### src/fls_pkg.sv
`timescale 1ns / 1ps
// ----------------------------------------------------------------------------
// fls_pkg
// Shared widths and types for the frame level statistics block.
// ----------------------------------------------------------------------------
package fls_pkg;

  localparam int unsigned SampleW   = 16;
  localparam int unsigned MeanW     = 16;
  localparam int unsigned CountOutW = 11;
  // Quotient is at most 32768, so 16 restoring steps cover it.
  localparam int unsigned QuotW     = 16;
  localparam int unsigned StepW     = $clog2(QuotW);

  typedef struct packed {
    logic full;
    logic empty;
  } q_status_t;

endpackage

### src/fls_front.sv
`timescale 1ns / 1ps
// ----------------------------------------------------------------------------
// fls_front
// Per-sample accumulator: running min/max, absolute sum and count; pushes
// one frame summary word into the queue on the last sample of a frame.
// ----------------------------------------------------------------------------
module fls_front #(
  parameter int unsigned MAX_FRAME = 1024,
  parameter int unsigned CNT_W     = 11,
  parameter int unsigned SUM_W     = 27,
  parameter int unsigned ENT_W     = 33 + SUM_W + CNT_W
) (
  input  logic                          clk_i,
  input  logic                          rst_ni,
  input  logic                          in_valid_i,
  output logic                          in_stall_o,
  input  logic signed [fls_pkg::SampleW-1:0] sample_i,
  input  logic                          last_i,
  input  fls_pkg::q_status_t            q_status_i,
  output logic                          push_o,
  output logic [ENT_W-1:0]              push_data_o
);
  import fls_pkg::*;

  localparam logic [CNT_W-1:0] MaxCnt = CNT_W'(MAX_FRAME);

  logic signed [SampleW-1:0] min_q, min_d, max_q, max_d;
  logic [SUM_W-1:0]          sum_q, sum_d;
  logic [CNT_W-1:0]          cnt_q, cnt_d;
  logic                      open_q, ovf_q, ovf_d;
  logic [SampleW-1:0]        mag;
  logic                      accept, sat;

  assign in_stall_o = q_status_i.full;
  assign accept     = in_valid_i && !in_stall_o;
  assign push_o     = accept && last_i;

  // -32768 maps to 32768 as an unsigned 16-bit value
  assign mag = sample_i[SampleW-1] ? (~sample_i + SampleW'(1)) : sample_i;
  assign sat = (cnt_q == MaxCnt);

  always_comb begin
    min_d = sample_i;
    max_d = sample_i;
    if (open_q) begin
      min_d = (sample_i < min_q) ? sample_i : min_q;
      max_d = (sample_i > max_q) ? sample_i : max_q;
    end
    if (sat) begin
      sum_d = sum_q;
      cnt_d = cnt_q;
      ovf_d = 1'b1;
    end else begin
      sum_d = sum_q + SUM_W'(mag);
      cnt_d = cnt_q + CNT_W'(1);
      ovf_d = ovf_q;
    end
  end

  assign push_data_o = {min_d, max_d, sum_d, cnt_d, ovf_d};

  always_ff @(posedge clk_i or negedge rst_ni) begin
    if (!rst_ni) begin
      min_q  <= '0;
      max_q  <= '0;
      sum_q  <= '0;
      cnt_q  <= '0;
      open_q <= 1'b0;
      ovf_q  <= 1'b0;
    end else if (accept) begin
      if (last_i) begin
        min_q  <= '0;
        max_q  <= '0;
        sum_q  <= '0;
        cnt_q  <= '0;
        open_q <= 1'b0;
        ovf_q  <= 1'b0;
      end else begin
        min_q  <= min_d;
        max_q  <= max_d;
        sum_q  <= sum_d;
        cnt_q  <= cnt_d;
        open_q <= 1'b1;
        ovf_q  <= ovf_d;
      end
    end
  end

  a_cnt_bound: assert property (@(posedge clk_i) disable iff (!rst_ni)
    cnt_q <= MaxCnt)
    else $error("frame count above bound");

  a_open_cnt: assert property (@(posedge clk_i) disable iff (!rst_ni)
    !open_q |-> (cnt_q == '0 && !ovf_q))
    else $error("closed frame holds stale count");

endmodule

### src/fls_queue.sv
`timescale 1ns / 1ps
// ----------------------------------------------------------------------------
// fls_queue
// Two-entry queue of frame summary words between front and back.
// ----------------------------------------------------------------------------
module fls_queue #(
  parameter int unsigned WIDTH = 72
) (
  input  logic               clk_i,
  input  logic               rst_ni,
  input  logic               push_i,
  input  logic [WIDTH-1:0]   push_data_i,
  input  logic               pop_i,
  output logic [WIDTH-1:0]   pop_data_o,
  output fls_pkg::q_status_t status_o
);
  import fls_pkg::*;

  logic [WIDTH-1:0] mem_q [2];
  logic             wr_ptr_q, rd_ptr_q;
  logic [1:0]       fill_q;

  assign status_o.full  = (fill_q == 2'd2);
  assign status_o.empty = (fill_q == 2'd0);
  assign pop_data_o     = mem_q[rd_ptr_q];

  always_ff @(posedge clk_i) begin
    if (push_i) begin
      mem_q[wr_ptr_q] <= push_data_i;
    end
  end

  always_ff @(posedge clk_i or negedge rst_ni) begin
    if (!rst_ni) begin
      wr_ptr_q <= 1'b0;
      rd_ptr_q <= 1'b0;
      fill_q   <= 2'd0;
    end else begin
      if (push_i) wr_ptr_q <= ~wr_ptr_q;
      if (pop_i)  rd_ptr_q <= ~rd_ptr_q;
      if (push_i && !pop_i)      fill_q <= fill_q + 2'd1;
      else if (pop_i && !push_i) fill_q <= fill_q - 2'd1;
    end
  end

  a_no_overrun: assert property (@(posedge clk_i) disable iff (!rst_ni)
    push_i |-> !status_o.full)
    else $error("push into full queue");

  a_no_underrun: assert property (@(posedge clk_i) disable iff (!rst_ni)
    pop_i |-> !status_o.empty)
    else $error("pop from empty queue");

endmodule

### src/fls_back.sv
`timescale 1ns / 1ps
// ----------------------------------------------------------------------------
// fls_back
// Takes one frame summary word, divides sum by count one quotient bit per
// cycle and holds the result in the output register.
// ----------------------------------------------------------------------------
module fls_back #(
  parameter int unsigned CNT_W = 11,
  parameter int unsigned SUM_W = 27,
  parameter int unsigned ENT_W = 33 + SUM_W + CNT_W
) (
  input  logic                               clk_i,
  input  logic                               rst_ni,
  input  fls_pkg::q_status_t                 q_status_i,
  input  logic [ENT_W-1:0]                   pop_data_i,
  output logic                               pop_o,
  output logic                               out_valid_o,
  input  logic                               out_stall_i,
  output logic signed [fls_pkg::SampleW-1:0] frame_min_o,
  output logic signed [fls_pkg::SampleW-1:0] frame_max_o,
  output logic [fls_pkg::MeanW-1:0]          mean_abs_o,
  output logic [fls_pkg::CountOutW-1:0]      sample_count_o,
  output logic                               overflow_o
);
  import fls_pkg::*;

  typedef enum logic [1:0] {
    StIdle,
    StDiv,
    StHold
  } state_e;

  state_e                    state_q;
  logic signed [SampleW-1:0] min_q, max_q;
  logic [CNT_W-1:0]          cnt_q;
  logic                      ovf_q;
  logic [SUM_W-1:0]          rem_q, div_q, rem_diff;
  logic [QuotW-1:0]          quo_q;
  logic [StepW-1:0]          step_q;
  logic                      ge;
  logic                      out_valid_q, slot_free;
  logic signed [SampleW-1:0] e_min, e_max;
  logic [SUM_W-1:0]          e_sum;
  logic [CNT_W-1:0]          e_cnt;
  logic                      e_ovf;
  logic [CNT_W+CountOutW-1:0] cnt_ext;

  assign {e_min, e_max, e_sum, e_cnt, e_ovf} = pop_data_i;

  assign pop_o     = (state_q == StIdle) && !q_status_i.empty;
  assign ge        = (rem_q >= div_q);
  assign rem_diff  = rem_q - div_q;
  assign slot_free = !out_valid_q || !out_stall_i;
  // count field is masked to its port width
  assign cnt_ext   = (CNT_W + CountOutW)'(cnt_q);

  always_ff @(posedge clk_i or negedge rst_ni) begin
    if (!rst_ni) begin
      state_q        <= StIdle;
      out_valid_q    <= 1'b0;
      step_q         <= '0;
      min_q          <= '0;
      max_q          <= '0;
      cnt_q          <= '0;
      ovf_q          <= 1'b0;
      rem_q          <= '0;
      div_q          <= '0;
      quo_q          <= '0;
      frame_min_o    <= '0;
      frame_max_o    <= '0;
      mean_abs_o     <= '0;
      sample_count_o <= '0;
      overflow_o     <= 1'b0;
    end else begin
      if (state_q == StHold && slot_free) begin
        out_valid_q <= 1'b1;
      end else if (!out_stall_i) begin
        out_valid_q <= 1'b0;
      end
      case (state_q)
        StIdle: begin
          if (pop_o) begin
            min_q   <= e_min;
            max_q   <= e_max;
            cnt_q   <= e_cnt;
            ovf_q   <= e_ovf;
            rem_q   <= e_sum;
            // divisor aligned to the top quotient bit
            div_q   <= SUM_W'(e_cnt) << (QuotW - 1);
            step_q  <= StepW'(QuotW - 1);
            state_q <= StDiv;
          end
        end
        StDiv: begin
          if (ge) rem_q <= rem_diff;
          quo_q  <= {quo_q[QuotW-2:0], ge};
          div_q  <= div_q >> 1;
          step_q <= step_q - StepW'(1);
          if (step_q == '0) state_q <= StHold;
        end
        StHold: begin
          if (slot_free) begin
            frame_min_o    <= min_q;
            frame_max_o    <= max_q;
            mean_abs_o     <= quo_q;
            sample_count_o <= cnt_ext[CountOutW-1:0];
            overflow_o     <= ovf_q;
            state_q        <= StIdle;
          end
        end
        default: state_q <= StIdle;
      endcase
    end
  end

  assign out_valid_o = out_valid_q;

  a_rem_bound: assert property (@(posedge clk_i) disable iff (!rst_ni)
    (state_q == StDiv) |-> ({1'b0, rem_q} < {div_q, 1'b0}))
    else $error("partial remainder exceeds quotient range");

  a_nonzero_div: assert property (@(posedge clk_i) disable iff (!rst_ni)
    pop_o |-> (e_cnt != '0))
    else $error("frame summary with zero count");

endmodule

### src/frame_level_statistics.sv
`timescale 1ns / 1ps
// ----------------------------------------------------------------------------
// frame_level_statistics
// Per-frame min, max, mean absolute level and sample count of a PCM stream.
// ----------------------------------------------------------------------------
// Samples: one word per cycle into the accumulator while in_stall_o is low, no gaps needed.
// Frame result: when the back end is free, a queue pop, 16 restoring divide
//   steps and an output load.
// Back end works on one frame summary at a time; a two-deep summary queue
//   absorbs frames that end while it is busy, past that the sample input stalls.
// Reset (async, active low) clears the open frame, the queue and the output.
module frame_level_statistics #(
  parameter int unsigned MAX_FRAME = 1024
) (
  input  logic                               clk_i,
  input  logic                               rst_ni,
  input  logic                               in_valid_i,
  output logic                               in_stall_o,
  input  logic signed [fls_pkg::SampleW-1:0] sample_i,
  input  logic                               last_i,
  output logic                               out_valid_o,
  input  logic                               out_stall_i,
  output logic signed [fls_pkg::SampleW-1:0] frame_min_o,
  output logic signed [fls_pkg::SampleW-1:0] frame_max_o,
  output logic [fls_pkg::MeanW-1:0]          mean_abs_o,
  output logic [fls_pkg::CountOutW-1:0]      sample_count_o,
  output logic                               overflow_o
);
  import fls_pkg::*;

  localparam int unsigned CntW = $clog2(MAX_FRAME + 1);
  localparam int unsigned SumW = SampleW + CntW;
  localparam int unsigned EntW = 2 * SampleW + SumW + CntW + 1;

  q_status_t        q_status;
  logic             push, pop;
  logic [EntW-1:0]  push_data, pop_data;

  fls_front #(
    .MAX_FRAME (MAX_FRAME),
    .CNT_W     (CntW),
    .SUM_W     (SumW),
    .ENT_W     (EntW)
  ) u_front (
    .clk_i       (clk_i),
    .rst_ni      (rst_ni),
    .in_valid_i  (in_valid_i),
    .in_stall_o  (in_stall_o),
    .sample_i    (sample_i),
    .last_i      (last_i),
    .q_status_i  (q_status),
    .push_o      (push),
    .push_data_o (push_data)
  );

  fls_queue #(
    .WIDTH (EntW)
  ) u_queue (
    .clk_i       (clk_i),
    .rst_ni      (rst_ni),
    .push_i      (push),
    .push_data_i (push_data),
    .pop_i       (pop),
    .pop_data_o  (pop_data),
    .status_o    (q_status)
  );

  fls_back #(
    .CNT_W (CntW),
    .SUM_W (SumW),
    .ENT_W (EntW)
  ) u_back (
    .clk_i          (clk_i),
    .rst_ni         (rst_ni),
    .q_status_i     (q_status),
    .pop_data_i     (pop_data),
    .pop_o          (pop),
    .out_valid_o    (out_valid_o),
    .out_stall_i    (out_stall_i),
    .frame_min_o    (frame_min_o),
    .frame_max_o    (frame_max_o),
    .mean_abs_o     (mean_abs_o),
    .sample_count_o (sample_count_o),
    .overflow_o     (overflow_o)
  );

endmodule
### config.mk
export PLATFORM = sky130hd
export DESIGN_NAME = frame_level_statistics
export DESIGN_NICKNAME = d
export VERILOG_FILES = /design/src/fls_pkg.sv /design/src/fls_front.sv /design/src/fls_queue.sv /design/src/fls_back.sv /design/src/frame_level_statistics.sv
export SDC_FILE = /design/constraint.sdc
export NUM_CORES = 1
export LEC_CHECK = 0
export ABC_CLOCK_PERIOD_IN_PS = 6530
export BUFFER_PORTS_ARGS = -buffer_cell sky130_fd_sc_hd__buf_2
export CORE_UTILIZATION = 45
export CTS_CLUSTER_SIZE = 16
export DETAILED_ROUTE_END_ITERATION = 12
export GPL_TIMING_DRIVEN = 0
export PLACE_DENSITY_LB_ADDON = 0.12
export SETUP_SLACK_MARGIN = 0.4
export SYNTH_ARGS = -nofsm -noshare
export SYNTH_HDL_FRONTEND = slang
export SYNTH_SLANG_ARGS = --single-unit
### constraint.sdc
create_clock -name clk_i -period 6.53 [get_ports clk_i]
set_clock_uncertainty 0.1 [all_clocks]
set_input_delay 1.306 -clock clk_i [delete_from_list [all_inputs] [get_ports clk_i]]
set_output_delay 1.306 -clock clk_i [all_outputs]
set_load 0.01 [all_outputs]
==> results by group <==
Outcome
  • Status: completed

Synthesis
  • Synth Register Bits: around 400
  • Avg Cell Area, Syn: around 11 sq um
  • Area fraction of the dominant cell type after synthesis: 0.3246
  • Synth Area in Compound Gates: 0.1371
  • Ranking of synthesized cells by area: dfrtp_1 32%, edfxtp_1 22%, ha_1 5.1%
  • Post-synth ARST share: 0.6432
  • Post-Synth Adder-Cell Area: 0.05275
  • Post-synthesis cell count: approximately 1800
  • Xor-xnor portion of the synthesized cell area: 0.03062
  • Synth Net Count: 1900
  • Combinational family with the most area after synthesis: compound AO/OA/AOI/OAI gates
  • Leading area contributor after synthesis: dfrtp_1
  • Post-synthesis mux area share: 0.08438
  • Distinct cells, synth: 80
  • Sequential fraction of the synthesis area: 0.5407
  • Post-Syn Area: 19740 sq um
  • Simple-Gate Fraction of Synth Area: 0.1159
  • Ys Warns: 0
  • Prevailing post-synth register cell: dfrtp_1
  • Post-synth EDFFs: 142

Detailed routing
  • Wirelength, routed: between 50000 and 60000 um
  • DRT antenna net count: 0
  • Vias per cell: between 5 and 6
  • Remaining DRCs: 0
  • Number of iterations in the first detailed-routing pass: 5
  • Drt initial violations: 1109
  • WL/cell: 19.59 um
  • Vias post-DR: ~14000

Placement
  • DPL Wire Length: 36400 um
  • IO buf count: 82
  • Placed instance area: ~21000 sq um
  • Gp weighted congestion: 0.9010

Clocking
  • Bufs on Longest Clock Path: 3
  • CTS buffer count: 45
  • # Post-CTS Setup Buffers: 0
  • Clock root buffer: clkbuf_16
  • Clock slew at reported path FFs: ~0.060 ns
  • Hold-fix buffers, CTS: 0
  • Worst-Skew Late Latency: 0.59 ns
  • CTS tree: done
  • CTS resizes: 0
  • H-tree depth: 2
  • Clock sinks: around 400

Floorplanning
  • Row count: 76
  • I/O pin total: 83
  • Die width: 211.4 um
  • Core Footprint: 43170 sq um
  • Starting density of the core: 0.4571
  • Die H: 211.4 um
  • Die Area: 44700 sq um

Pwr
  • Power Dens Cells: roughly 510 nW/um^2
  • Max VDD drop: 207.3 uV
  • Leakage power: 9.970 nW
  • Tot Pwr: roughly 0.012 W

Final layout
  • Share of cells above drive strength 1: 0.1453
  • FILL cells: between 3000 and 4000
  • # nets final: a little over 2000
  • Most common cell after layout, fill and taps aside: dfrtp_1
  • Area delta synth->final: 14.31%
  • Commonest non-fill, non-tap cells in the layout: 256 x dfrtp_1, 209 x nand2_1, 142 x edfxtp_1
  • Ant diodes: 0
  • Final Cell Area: roughly 23000 sq um

Min path
  • Hold wc startpoint: u_back.cnt_q[4]
  • HP Class: reg -> reg

Critical path
  • Setup CP Type: in -> reg
  • Worst Path Arrival: 4.99 ns
  • R2r startpoint: u_front.cnt_q[0]
  • Critical path startpoint category: primary input
  • Max Fanout on Critical Path: 10
  • Critical Path Start: sample_i[15]
  • Required time of the critical path: approximately 6.8 ns
  • CP Capture Type: flop

STA
  • Slew @ Worst Pin: 0.8831 ns
  • Slew HR: 0.4113
  • Worst hold slack: 0.3740 ns
  • Endpoints failing hold: 0
  • Crit share post-route: 0.7252
  • RSZ-0062 raised after global routing: no
  • F_max: between 200 and 250 MHz
  • Final setup fails: 0
  • Min Tclk post-route: between 4 and 5 ns
  • Final slew viol count: 0

Global route
  • Vias in the first global route: between 10000 and 15000
  • Largest net degree at the start of global routing: 69
  • Gr usage total: 0.2299
  • First-pass GRT wire length: 78770 um
  • Initial antenna violation count: 0
  • Remaining Overflow, GRT: 0

Flow run
  • Max cap viols: 0
==> synth_stat cells, types with 42 or more instances <==
| master | instances |
|---|---|
| nand2_1 | 209 |
| nor2_1 | 92 |
| mux2_2 | 82 |
| edfxtp_1 | 142 |
| inv_1 | 85 |
| xnor2_1 | 42 |
| clkbuf_1 | 67 |
| mux2i_1 | 73 |
| dfrtp_1 | 256 |
| a21oi_1 | 77 |
| ha_1 | 80 |
| nand3_1 | 53 |
| o21ai_0 | 133 |
==> critical path, cell delays in order <==
cell,delay (ns)
buf_2,0.14
clkbuf_1,0.36
buf_1,0.49
o21ai_0,0.32
ha_1,0.35
a21oi_1,0.08
nand4b_1,0.22
a21oi_1,0.25
o2111ai_1,0.20
a311oi_2,0.38
a31o_2,0.25
buf_4,0.18
nand2_1,0.10
xnor2_1,0.34
==> sequential cells by signal, indices dropped and copies added, names as in the netlist, 26 cells and up <==
| register | flops |
|---|---|
| u_queue.mem_q | 142 |
| u_back.rem_q | 27 |
| u_front.sum_q | 27 |
| u_back.div_q | 26 |
==> worst paths after layout <==
kind                                            end  slack (ns)  cells after the start
min                                 u_back.cnt_q[4]        0.37                      1
min reg2reg                         u_back.cnt_q[4]        0.37                      1
max reg2reg                    u_queue.mem_q[0][27]        2.76                      8
max                            u_queue.mem_q[0][29]        1.79                     14
max in group asynchronous           u_back.min_q[8]        4.34                      4
min in group asynchronous  u_back.sample_count_o[6]        0.55                      1
==> kinds of logic (layout without fill, tap and decap cells) <==
kind of cell,count (synthesis),after routing
adder cells (fa/ha/maj),82,82
AO/OA/AOI/OAI,410,410
flip-flops,398,398
AND/OR/NAND/NOR,494,494
XOR/XNOR,69,69
multiplexers,156,156
buffers and inverters,188,359
==> routing by layer <==
| metal | vias up | part of all wire | GRT usage |
|---|---|---|---|
| met5 | - | 0 | 0 |
| met4 | 0 | 0.029 | 0.08221 |
| met3 | 80 | 0.053 | 0.03338 |
| met2 | 354 | 0.44 | 0.3475 |
| met1 | 6995 | 0.48 | 0.3355 |
| li1 | 6741 | - | - |
==> through the flow <==
step           setup slack (ns)  TNS (ns)    util  instances
6_report                  1.794         0  0.5225       2553
3_5_place_dp              1.317         0  0.4874       2470
5_1_grt                   1.554         0  0.5225       2553
4_1_cts                   1.922         0  0.5225       2553
2_1_floorplan            0.7473         0       -       1797
3_3_place_gp             -1.811   -372.67  0.4836       2464
==> cell type report <==
cell class	instances	area (sq um)	area share
Buffer	103	441.7	0.01958
Clock buffer	63	1284	0.05691
Clock inverter	20	232.7	0.01032
Inverter	85	319.1	0.01414
Multi-Input combinational cell	1211	8317	0.3687
Sequential cell	398	10670	0.4730
Tap cell	585	732.0	0.03245
Timing Repair Buffer	88	563.0	0.02496
==> power by group <==
part           internal, W  total [W]  leakage (nW)  switching [W]
Sequential         0.00351    0.00394          4.62       0.000437
Clock              0.00154    0.00259         0.734        0.00105
Combinational      0.00200    0.00506          4.61        0.00306
Note: power is estimated with default switching activity, not from simulation.
